$ cat src/design/alu_pkg.sv
// ----------------------------------------------------------------------------
// alu_pkg: shared types and constants for the 8-bit ALU with status flags
// Operation codes, field widths and flag bit positions.
// ----------------------------------------------------------------------------
package alu_pkg;

  localparam int unsigned KindW = 4;
  localparam int unsigned DataW = 8;
  localparam int unsigned FlagW = 4;

  // flag bit positions within flags_in / flags_out
  localparam int unsigned FlagC = 0;
  localparam int unsigned FlagZ = 1;
  localparam int unsigned FlagV = 2;
  localparam int unsigned FlagN = 3;

  localparam int unsigned SignBit = DataW - 1;
  localparam int unsigned Bit6    = DataW - 2;

  typedef enum logic [KindW-1:0] {
    ALU_ADC  = 4'd0,
    ALU_CMP  = 4'd1,
    ALU_INC  = 4'd2,
    ALU_DEC  = 4'd3,
    ALU_LOAD = 4'd4,
    ALU_AND  = 4'd5,
    ALU_OR   = 4'd6,
    ALU_XOR  = 4'd7,
    ALU_ASL  = 4'd8,
    ALU_LSR  = 4'd9,
    ALU_ROL  = 4'd10,
    ALU_ROR  = 4'd11,
    ALU_BIT  = 4'd12
  } alu_op_e;

  typedef logic [DataW-1:0] alu_data_t;
  typedef logic [FlagW-1:0] alu_flags_t;

endpackage

$ cat src/design/alu_if.sv
// ----------------------------------------------------------------------------
// alu_req_if / alu_rsp_if: valid/ready channels of the ALU
// Request carries the operation and operands, response the result and flags.
// ----------------------------------------------------------------------------
interface alu_req_if;
  import alu_pkg::*;

  logic                   valid;
  logic                   ready;
  logic [KindW-1:0]       kind;
  alu_data_t              register_value;
  alu_data_t              operand_value;
  alu_flags_t             flags_in;

  modport source (
    output valid, kind, register_value, operand_value, flags_in,
    input  ready
  );

  modport sink (
    input  valid, kind, register_value, operand_value, flags_in,
    output ready
  );
endinterface

interface alu_rsp_if;
  import alu_pkg::*;

  logic       valid;
  logic       ready;
  alu_data_t  result;
  alu_flags_t flags_out;

  modport source (
    output valid, result, flags_out,
    input  ready
  );

  modport sink (
    input  valid, result, flags_out,
    output ready
  );
endinterface

$ cat src/design/cpu_alu_with_status_flags.sv
// ----------------------------------------------------------------------------
// cpu_alu_with_status_flags: 8-bit processor ALU with NZCV status flags
// Binary-mode add, compare, inc/dec, load, logic, shifts, rotates and bit
// test; flags an operation leaves alone pass through unchanged.
// ----------------------------------------------------------------------------
//
//  Port    | Dir | Fields                                            | Transfer
//  --------+-----+---------------------------------------------------+-------------
//  req_i   | in  | kind, register_value, operand_value, flags_in     | valid&ready
//  rsp_o   | out | result, flags_out                                 | valid&ready
//
//  Two register stages: the request is captured in an input register, the
//  ALU is combinational adders plus a mux, and the answer lands in the result
//  register, which drives the response valid and payload; one operation is
//  taken every cycle while the response side keeps up.
//  A stalled response holds the result register; the input register still
//  takes a request while it is empty, so a stall backs up one stage at a time.
//  Reset clears both valid bits; payload registers are not reset.
//
module cpu_alu_with_status_flags (
  input  logic            clk_i,
  input  logic            rst_ni,
  alu_req_if.sink         req_i,
  alu_rsp_if.source       rsp_o
);
  import alu_pkg::*;

  // input register
  logic       in_valid_q;
  alu_op_e    in_kind_q;
  alu_data_t  in_reg_q;
  alu_data_t  in_opnd_q;
  alu_flags_t in_flags_q;

  // result register
  logic       out_valid_q;
  alu_data_t  out_result_q;
  alu_flags_t out_flags_q;

  logic       out_free;
  logic       in_advance;
  logic       in_load;

  alu_data_t  alu_result_d;
  alu_flags_t alu_flags_d;

  logic [DataW:0] add_sum;
  logic [DataW:0] cmp_diff;
  logic           cin;

  // Handshake: the result register is free when empty or being drained;
  // the input register moves on whenever the result register is free.
  assign out_free   = !out_valid_q || rsp_o.ready;
  assign in_advance = in_valid_q && out_free;
  assign req_i.ready = !in_valid_q || out_free;
  assign in_load    = req_i.valid && req_i.ready;

  always_ff @(posedge clk_i or negedge rst_ni) begin
    if (!rst_ni) begin
      in_valid_q  <= 1'b0;
      out_valid_q <= 1'b0;
    end else begin
      if (req_i.ready) begin
        in_valid_q <= req_i.valid;
      end
      if (out_free) begin
        out_valid_q <= in_valid_q;
      end
    end
  end

  // Capture the request payload on transfer.
  always_ff @(posedge clk_i) begin
    if (in_load) begin
      in_kind_q  <= alu_op_e'(req_i.kind);
      in_reg_q   <= req_i.register_value;
      in_opnd_q  <= req_i.operand_value;
      in_flags_q <= req_i.flags_in;
    end
  end

  // Shared carry chains: add with carry, and register minus operand.
  assign cin      = in_flags_q[FlagC];
  assign add_sum  = {1'b0, in_reg_q} + {1'b0, in_opnd_q} + {{DataW{1'b0}}, cin};
  assign cmp_diff = {1'b0, in_reg_q} - {1'b0, in_opnd_q};

  always_comb begin
    alu_result_d = in_reg_q;
    alu_flags_d  = in_flags_q;
    unique case (in_kind_q)
      ALU_ADC: begin
        alu_result_d       = add_sum[DataW-1:0];
        alu_flags_d[FlagC] = add_sum[DataW];
        alu_flags_d[FlagV] = ~(in_reg_q[SignBit] ^ in_opnd_q[SignBit])
                           & (in_reg_q[SignBit] ^ add_sum[SignBit]);
      end
      ALU_CMP: begin
        // carry set means no borrow: register >= operand
        alu_flags_d[FlagC] = ~cmp_diff[DataW];
      end
      ALU_INC:  alu_result_d = in_opnd_q + alu_data_t'(1);
      ALU_DEC:  alu_result_d = in_opnd_q - alu_data_t'(1);
      ALU_LOAD: alu_result_d = in_opnd_q;
      ALU_AND:  alu_result_d = in_reg_q & in_opnd_q;
      ALU_OR:   alu_result_d = in_reg_q | in_opnd_q;
      ALU_XOR:  alu_result_d = in_reg_q ^ in_opnd_q;
      ALU_ASL: begin
        alu_result_d       = {in_opnd_q[DataW-2:0], 1'b0};
        alu_flags_d[FlagC] = in_opnd_q[SignBit];
      end
      ALU_LSR: begin
        alu_result_d       = {1'b0, in_opnd_q[DataW-1:1]};
        alu_flags_d[FlagC] = in_opnd_q[0];
      end
      ALU_ROL: begin
        alu_result_d       = {in_opnd_q[DataW-2:0], cin};
        alu_flags_d[FlagC] = in_opnd_q[SignBit];
      end
      ALU_ROR: begin
        alu_result_d       = {cin, in_opnd_q[DataW-1:1]};
        alu_flags_d[FlagC] = in_opnd_q[0];
      end
      ALU_BIT: begin
        alu_flags_d[FlagV] = in_opnd_q[Bit6];
      end
      default: ;  // unused codes: pass register and flags through
    endcase

    // N and Z: compare looks at the difference, bit test at the mask and
    // operand bit 7, unused codes leave them; everything else the result.
    priority if (in_kind_q == ALU_CMP) begin
      alu_flags_d[FlagZ] = (cmp_diff[DataW-1:0] == '0);
      alu_flags_d[FlagN] = cmp_diff[SignBit];
    end else if (in_kind_q == ALU_BIT) begin
      alu_flags_d[FlagZ] = ((in_reg_q & in_opnd_q) == '0);
      alu_flags_d[FlagN] = in_opnd_q[SignBit];
    end else if (in_kind_q > ALU_BIT) begin
      alu_flags_d[FlagZ] = in_flags_q[FlagZ];
      alu_flags_d[FlagN] = in_flags_q[FlagN];
    end else begin
      alu_flags_d[FlagZ] = (alu_result_d == '0);
      alu_flags_d[FlagN] = alu_result_d[SignBit];
    end
  end

  // Advance into the result register; hold it while the sink stalls.
  always_ff @(posedge clk_i) begin
    if (in_advance) begin
      out_result_q <= alu_result_d;
      out_flags_q  <= alu_flags_d;
    end
  end

  assign rsp_o.valid     = out_valid_q;
  assign rsp_o.result    = out_result_q;
  assign rsp_o.flags_out = out_flags_q;

  // --------------------------------------------------------------------------
  // Assertions
  // --------------------------------------------------------------------------

  // an operation leaving the input register always shows up as a response
  a_advance_gives_rsp: assert property (
    @(posedge clk_i) disable iff (!rst_ni)
    in_advance |=> out_valid_q
  ) else $error("advanced operation did not reach the result register");

  // compare returns the register value unchanged
  a_cmp_keeps_reg: assert property (
    @(posedge clk_i) disable iff (!rst_ni)
    (in_advance && in_kind_q == ALU_CMP) |=> (out_result_q == $past(in_reg_q))
  ) else $error("compare altered the result byte");

  // unused codes leave the flags as they came in
  a_unused_keeps_flags: assert property (
    @(posedge clk_i) disable iff (!rst_ni)
    (in_advance && in_kind_q > ALU_BIT) |=> (out_flags_q == $past(in_flags_q))
  ) else $error("unused operation code changed the flags");

  // logical shift right never leaves N set
  a_lsr_clears_n: assert property (
    @(posedge clk_i) disable iff (!rst_ni)
    (in_advance && in_kind_q == ALU_LSR) |=> !out_flags_q[FlagN]
  ) else $error("LSR produced a negative flag");

endmodule
$ cat src/flat_wrapper.sv
// flat-port wrapper written by rule: the top's interface ports become plain ports
module cpu_alu_with_status_flags_flat import alu_pkg::*;
  (clk_i, rst_ni, req_i_valid, req_i_kind, req_i_register_value, req_i_operand_value, req_i_flags_in, req_i_ready, rsp_o_valid, rsp_o_result, rsp_o_flags_out, rsp_o_ready);
  alu_req_if req_i_i ();
  alu_rsp_if rsp_o_i ();
  input  logic clk_i;
  input  logic rst_ni;
  input wire logic [$bits(req_i_i.valid)-1:0] req_i_valid;
  input wire logic [$bits(req_i_i.kind)-1:0] req_i_kind;
  input wire logic [$bits(req_i_i.register_value)-1:0] req_i_register_value;
  input wire logic [$bits(req_i_i.operand_value)-1:0] req_i_operand_value;
  input wire logic [$bits(req_i_i.flags_in)-1:0] req_i_flags_in;
  output wire logic [$bits(req_i_i.ready)-1:0] req_i_ready;
  output wire logic [$bits(rsp_o_i.valid)-1:0] rsp_o_valid;
  output wire logic [$bits(rsp_o_i.result)-1:0] rsp_o_result;
  output wire logic [$bits(rsp_o_i.flags_out)-1:0] rsp_o_flags_out;
  input wire logic [$bits(rsp_o_i.ready)-1:0] rsp_o_ready;
  assign req_i_i.valid = req_i_valid;
  assign req_i_i.kind = req_i_kind;
  assign req_i_i.register_value = req_i_register_value;
  assign req_i_i.operand_value = req_i_operand_value;
  assign req_i_i.flags_in = req_i_flags_in;
  assign req_i_ready = req_i_i.ready;
  assign rsp_o_valid = rsp_o_i.valid;
  assign rsp_o_result = rsp_o_i.result;
  assign rsp_o_flags_out = rsp_o_i.flags_out;
  assign rsp_o_i.ready = rsp_o_ready;
  cpu_alu_with_status_flags u_core (.clk_i(clk_i), .rst_ni(rst_ni), .req_i(req_i_i), .rsp_o(rsp_o_i));
endmodule
$ cat config.mk
export PLATFORM = sky130hd
export DESIGN_NAME = cpu_alu_with_status_flags_flat
export DESIGN_NICKNAME = d
export VERILOG_FILES = /design/src/design/alu_pkg.sv /design/src/design/alu_if.sv /design/src/design/cpu_alu_with_status_flags.sv /design/src/flat_wrapper.sv
export SDC_FILE = /design/constraint.sdc
export NUM_CORES = 1
export LEC_CHECK = 0
export ABC_AREA = 1
export BUFFER_PORTS_ARGS = -buffer_cell sky130_fd_sc_hd__buf_2
export CAP_MARGIN = 5
export CORE_MARGIN = 3
export CORE_UTILIZATION = 63
export CTS_CLUSTER_DIAMETER = 200
export CTS_CLUSTER_SIZE = 8
export DETAILED_ROUTE_END_ITERATION = 8
export PLACE_DENSITY = 0.95
export SYNTH_ARGS = -nofsm -noshare
export SYNTH_HDL_FRONTEND = slang
export SYNTH_SLANG_ARGS = --single-unit
$ cat constraint.sdc
create_clock -name clk_i -period 5.3 [get_ports clk_i]
set_input_delay 1.06 -clock clk_i [delete_from_list [all_inputs] [get_ports clk_i]]
set_output_delay 1.06 -clock clk_i [all_outputs]
set_load 0.1 [all_outputs]
* Word-level counts from Yosys, hierarchy flattened
Index checks and enable logic that the tools add are counted.
Word-level totals: register bits 38, word-level logic and storage cells 55, input bits 28, output and inout port bits 14
Operators by class: $lt $le $gt $ge 1, multiplexer cells 9, add/subtract/negate cells 5, reductions and logical operators 12, bitwise gates (word level) 8, eq/ne operators 12
Operators by type and width (number):
- $pmux W8 S11 | 1
- $logic_not A8 Y1 | 3
- $eq A4 B4 Y1 const B | 5
- $eq A4 B3 Y1 const B | 4
- $add A8 B8 Y9 | 1
- $add A9 B1 Y9 | 1
- $sub A8 B8 Y9 | 1
- $add A8 B1 Y8 const B | 1
- $and A8 B8 Y8 | 1
- $eq A4 B2 Y1 const B | 2
- $or A8 B8 Y8 | 1
- $sub A8 B1 Y8 const B | 1
- $xor A8 B8 Y8 | 1
- $mux W1 | 6
- $eq A4 B1 Y1 const B | 1
- $gt A4 B4 Y1 const B | 1
- $logic_not A4 Y1 | 1
- $pmux W1 S4 | 1
- $reduce_or A2 Y1 | 2
- $logic_and A1 B1 Y1 | 2
- $logic_not A1 Y1 | 2
- $logic_or A1 B1 Y1 | 2
- $not A1 Y1 | 2
- $pmux W1 S2 | 1
- 2 further kinds | 3

* Longest topological paths before layout
depth in word-level cells 7, gate-level depth with buffers 22, mapped depth without buffers 21

* Least setup slack after synthesis
OpenSTA, ideal clock, no wires.
path type reg2out, start point register u_core.out_valid_q (netlist: u_core.rsp_o.valid), end point output port req_i_ready, required time 4240 ps, path buffers 0, path slack 2279 ps, arrival time 1961 ps, cell stages (with the launch flop) 2, cell sequence dfrtp_1 nand3_1
On the way: cells in the longest elaborated chain, start to end 3
Ends and longest elaborated chain:
- start, declared | RTL line cpu_alu_with_status_flags.sv:36 | logic out_valid_q;
- start signal, assigned | RTL line cpu_alu_with_status_flags.sv:67 | out_valid_q <= in_valid_q;
- $logic_not A1 Y1 | RTL line cpu_alu_with_status_flags.sv:53 | assign out_free = !out_valid_q || rsp_o.ready;
- $logic_or A1 B1 Y1 | RTL line cpu_alu_with_status_flags.sv:53
- $logic_or A1 B1 Y1 | RTL line cpu_alu_with_status_flags.sv:55 | assign req_i.ready = !in_valid_q || out_free;
- end, declared | RTL line flat_wrapper.sv:13 | output wire logic [$bits(req_i_i.ready)-1:0] req_i_ready;
No other way between the ends.

* Worst setup path in the final report
start point register u_core.in_kind_q[2], end point register u_core.out_flags_q[1] (netlist: u_core.rsp_o.flags_out[1]) (data pin)
On the way: cells in the longest elaborated chain, start to end 6, elaborated cells between the ends (all ways) 19, classes of those cells order compare: 1; eq/ne: 12; mux: 4; reduce/logical: 2
Ends and longest elaborated chain:
- start, declared | RTL line cpu_alu_with_status_flags.sv:30 | alu_op_e in_kind_q;
- start signal, assigned | RTL line cpu_alu_with_status_flags.sv:75 | in_kind_q <= alu_op_e'(req_i.kind);
- $eq A4 B4 Y1, or another cell as far along | RTL line cpu_alu_with_status_flags.sv:90 | unique case (in_kind_q)
- $pmux W8 S11 | RTL line cpu_alu_with_status_flags.sv:90
- $logic_not A8 Y1 | RTL line cpu_alu_with_status_flags.sv:141 | alu_flags_d[FlagZ] = (alu_result_d == '0);
- $mux W1 | RTL line cpu_alu_with_status_flags.sv:137 | end else if (in_kind_q > ALU_BIT) begin
- $mux W1 | RTL line cpu_alu_with_status_flags.sv:134 | end else if (in_kind_q == ALU_BIT) begin
- $mux W1 (*) | RTL line cpu_alu_with_status_flags.sv:131 | priority if (in_kind_q == ALU_CMP) begin
- net u_core.alu_flags_d[1] | RTL line cpu_alu_with_status_flags.sv:45 | alu_flags_t alu_flags_d;
- end signal, assigned | RTL line cpu_alu_with_status_flags.sv:150 | out_flags_q <= alu_flags_d;
- end, declared | RTL line cpu_alu_with_status_flags.sv:38 | alu_flags_t out_flags_q;
Mark *: on every way through the listed nets, which the timed path passes. The rest lies on a longest branch. A chain may end at the register's enable or synchronous reset.

==> impl_summary.txt <==
----------------------------------------------------
[Cells and area]
  Fraction of final layout cells sized beyond drive strength 1 ... 0.116
  Storage cell area ... 1130 sq um
  Fin util ... 0.734
  Fill cell instance count of the final layout ... 388
  Ant. Diodes ... 0
  Area occupied by multi-input gates ... 1760 sq um
  Net total in the final layout ... 524
  Area added between synthesis and finish ... 11.1%

[Setup path]
  Sort of element at the end of the critical path ... flip-flop
  CP Data Arrival Time ... 2900 ps
  Cell Chain, Critical Path ... inv_1 -> ha_1 -> nand3_2 -> nand2_1 -> nand2_1 -> inv_1 -> ha_1 -> inv_1 -> nand2_1 -> nand2_1 -> nor2_1 -> nand2_1 -> nand3b_1 -> nand3_1 -> nand3_1 -> nand2_1 -> nand2_1 -> o21bai_1 -> nand2_1 -> nand2_1
  Endpoint of the worst register-to-register path ... u_core.rsp_o.flags_out[1]
  Worst-path fanout max ... 13
  Number of buffer and inverter stages on the critical path ... 3
  Crit start category ... flip-flop
  Worst reg2reg path depth ... 20
  Slack of the worst reg-to-reg path ... 2460 ps
  Delay of the slowest cell on the worst path ... 460 ps
  RR Startpoint ... u_core.in_kind_q[2]
  CP most frequent cell ... sky130_fd_sc_hd__nand2_1
  Req. time, crit path ... 5360 ps
  Critical path's slowest cell ... sky130_fd_sc_hd__edfxtp_1
  CP Class ... reg -> reg
  Family with the most delay on the worst path ... simple AND/OR/NAND/NOR gates
  Crit path from ... u_core.in_kind_q[2]
  Worst Setup EP ... u_core.rsp_o.flags_out[1]
  Critical path depth in cells ... 20

[STA]
  Final hold violation count ... 0
  Highest Clock Rate ... 352 MHz
  Transition time at the pin with the least slew margin ... 1040 ps
  Tightest slew margin relative to the limit ... 0.306
  Unrepaired setup endpoints after global routing ... no
  Final Max Slew Viols ... 0
  Period utilisation layout ... 0.536
  Total negative slack ... 0 ps
  Post-Route Skew ... 9.96 ps
  Final setup vio count ... 0
  Min cycle time layout ... 2840 ps

[Yosys]
  Sequential cell area fraction in the yosys report ... 0.355
  Post-synthesis register bit count ... 38
  Number of distinct library cell variants in the gate-level netlist after synthesis ... 35
  Post-synthesis average cell area ... 7.52 sq um
  Share of synthesized flip-flops with an asynchronous set or reset ... 0.0526
  Most used DFF post-synth ... sky130_fd_sc_hd__edfxtp_1
  Ranking of synthesized cells by area ... sky130_fd_sc_hd__edfxtp_1, sky130_fd_sc_hd__nand2_1, sky130_fd_sc_hd__ha_1
  Most common cell in the netlist ... sky130_fd_sc_hd__nand2_1
  Most area-hungry cell type in the Yosys netlist ... sky130_fd_sc_hd__edfxtp_1
  Synthesis warning total ... 0
  Top cell type's share of synthesized area ... 0.340
  Post-synth top cells ... sky130_fd_sc_hd__nand2_1, sky130_fd_sc_hd__inv_1, sky130_fd_sc_hd__nor2_1
  Synthesized Nets ... 484
  Syn Inst Count ... 423
  Number of enable-type register cells in the synthesized netlist ... 36
  Post-synth design cell area ... 3180 sq um

[Floorplanning]
  Die footprint ... 5940 sq um
  Starting density of the core ... 0.661
  Cell Rows ... 25
  Die width ... 77.1 um
  Die span in y ... 77.1 um
  Core area ... 4820 sq um
  Total I/O pin count ... 42

[Hold path]
  Class of the most critical hold timing path ... in -> async

[Detailed routing]
  Post-DRT Antenna Nets ... 0
  Routed wire length per instance ... 15.3 um
  DRC Markers ... 0
  Routed WL ... 8120 um
  First DRT Iteration DRCs ... 320
  Via/cell ratio ... 5.86
  Number of vias after detailed routing ... 3,113
  Count of TritonRoute iterations in the first routing pass ... 5

[Global route]
  Wire length of the first global-routing pass ... 13,300 um
  Total global-route track usage ... 0.283
  Number of antenna violations at the first check in global routing ... 0
  Aggregate global routing overflow ... 0
  Largest net degree at the start of global routing ... 25
  Via count of the first global-routing pass ... 2,849

[Pwr]
  Largest voltage drop on the vdd net ... 0.170 mV
  Leakage power figure ... 1.77 nW
  Power per unit of standard cell area ... 286 nW/um^2

[Clock network]
  Number of cells upsized or downsized after cts ... 0
  Clock transition at the registers of the reported paths ... 90 ps
  Clock buffers created by TritonCTS ... 5
  Number of hold-repair buffers added at the cts stage ... 0
  Clock tree sinks ... 38
  Master cell of the clock root buffer ... sky130_fd_sc_hd__clkbuf_8
  Number of setup buffers added after CTS ... 0
  Clock insertion delay at the later pin of the skew report ... 310 ps
  Buffer levels on the longest clock path ... 2
  TritonCTS clock tree ... yes
  Number of H-tree branching levels ... 2

[Run]
  Count of maximum capacitance violations ... 0

[Place]
  Final HPWL DP ... 6420 um
  Number of buffers added on ports ... 41
  Global placement routability congestion ... 0.980

[Status]
  Outcome ... finished clean

----------------------------------------------------
## worst min-delay path by stage
stage / from / endpoint
6_report: rst_ni / u_core.in_valid_q
5_1_grt: rst_ni / u_core.rsp_o.valid
4_1_cts: u_core.in_valid_q / u_core.rsp_o.valid
3_5_place_dp: u_core.in_valid_q / u_core.rsp_o.valid
3_3_place_gp: u_core.in_valid_q / u_core.rsp_o.valid
2_1_floorplan: u_core.in_valid_q / u_core.rsp_o.valid
## area by class of cell
| type | instances | share of cell area |
|---|---|---|
| multi-input combinational | 311 | 0.496 |
| sequential | 38 | 0.320 |
| inverter | 66 | 0.0700 |
| timing repair buffer | 41 | 0.0580 |
| tap | 67 | 0.0237 |
| clock buffer | 5 | 0.0195 |
| clock inverter | 3 | 0.0127 |
## stage by stage
stage / power, W / setup slack (ps) / hold WS (ps) / cells / area [sq um]
6_report: 0.00101 / 2460 / 529 / 531 / 3540
4_1_cts: 0.00101 / 2500 / 517 / 531 / 3540
3_3_place_gp: 0.000743 / 2540 / 465 / 523 / 3420
2_1_floorplan: 0.000680 / 2280 / 447 / 423 / 3180
5_1_grt: 0.00106 / 2150 / 523 / 531 / 3540
3_5_place_dp: 0.000756 / 2500 / 501 / 523 / 3420
## layout by cell type (no fill, tap or decap), types with 5 or more instances in the layout
master	Yosys	final
sky130_fd_sc_hd__clkbuf_8	0	5
sky130_fd_sc_hd__nor2_1	48	48
sky130_fd_sc_hd__xor2_1	8	8
sky130_fd_sc_hd__inv_1	63	63
sky130_fd_sc_hd__o21bai_1	5	5
sky130_fd_sc_hd__o21ai_0	11	11
sky130_fd_sc_hd__nand3_1	32	32
sky130_fd_sc_hd__ha_1	30	30
sky130_fd_sc_hd__buf_2	3	41
sky130_fd_sc_hd__edfxtp_1	36	36
sky130_fd_sc_hd__a21oi_1	17	17
sky130_fd_sc_hd__nand4_1	5	5
sky130_fd_sc_hd__nand2_1	116	116
sky130_fd_sc_hd__o22ai_1	10	10
## where the power goes
part / total [W] / internal (W) / switching, W
sequential: 0.000391 / 0.000368 / 0.0000228
clock: 0.000253 / 0.000140 / 0.000113
combinational: 0.000367 / 0.0000921 / 0.000275
total: 0.00101 / 0.000600 / 0.000410
## layer usage
layer | track usage | wire length [um] | vias up
met5 | 0 | 0 | -
met4 | 0.164 | 390 | 0
met3 | 0.0516 | 805 | 39
met2 | 0.454 | 3720 | 200
met1 | 0.359 | 3200 | 1391
li1 | - | - | 1483
## sequential cells by signal, indices dropped and copies added (netlist names)
signal and count:
u_core.rsp_o.valid 1, u_core.in_valid_q 1, u_core.rsp_o.result 8, u_core.in_reg_q 8, u_core.in_opnd_q 8, u_core.in_flags_q 4, u_core.rsp_o.flags_out 4, u_core.in_kind_q 4
## worst reg2reg max path, delay by kind of cell, from the launching register on
family | cells | cell delay (ps)
AO/OA/AOI/OAI | 1 | 60
buffers and inverters | 3 | 280
adder cells (fa/ha/maj) | 2 | 440
AND/OR/NAND/NOR | 14 | 1350
flip-flops | 1 | 460
## logic make-up after synthesis
group / count (synthesis) / synth area share
xor gates and xnor gates: 8 / 0.0220
and+or+nand+nor: 211 / 0.276
DFF: 38 / 0.355
adders and majority gates: 33 / 0.137
AOI/OAI and AO/OA: 59 / 0.116
buffers and inverters: 74 / 0.0932
(Power assumes the default switching activity.)
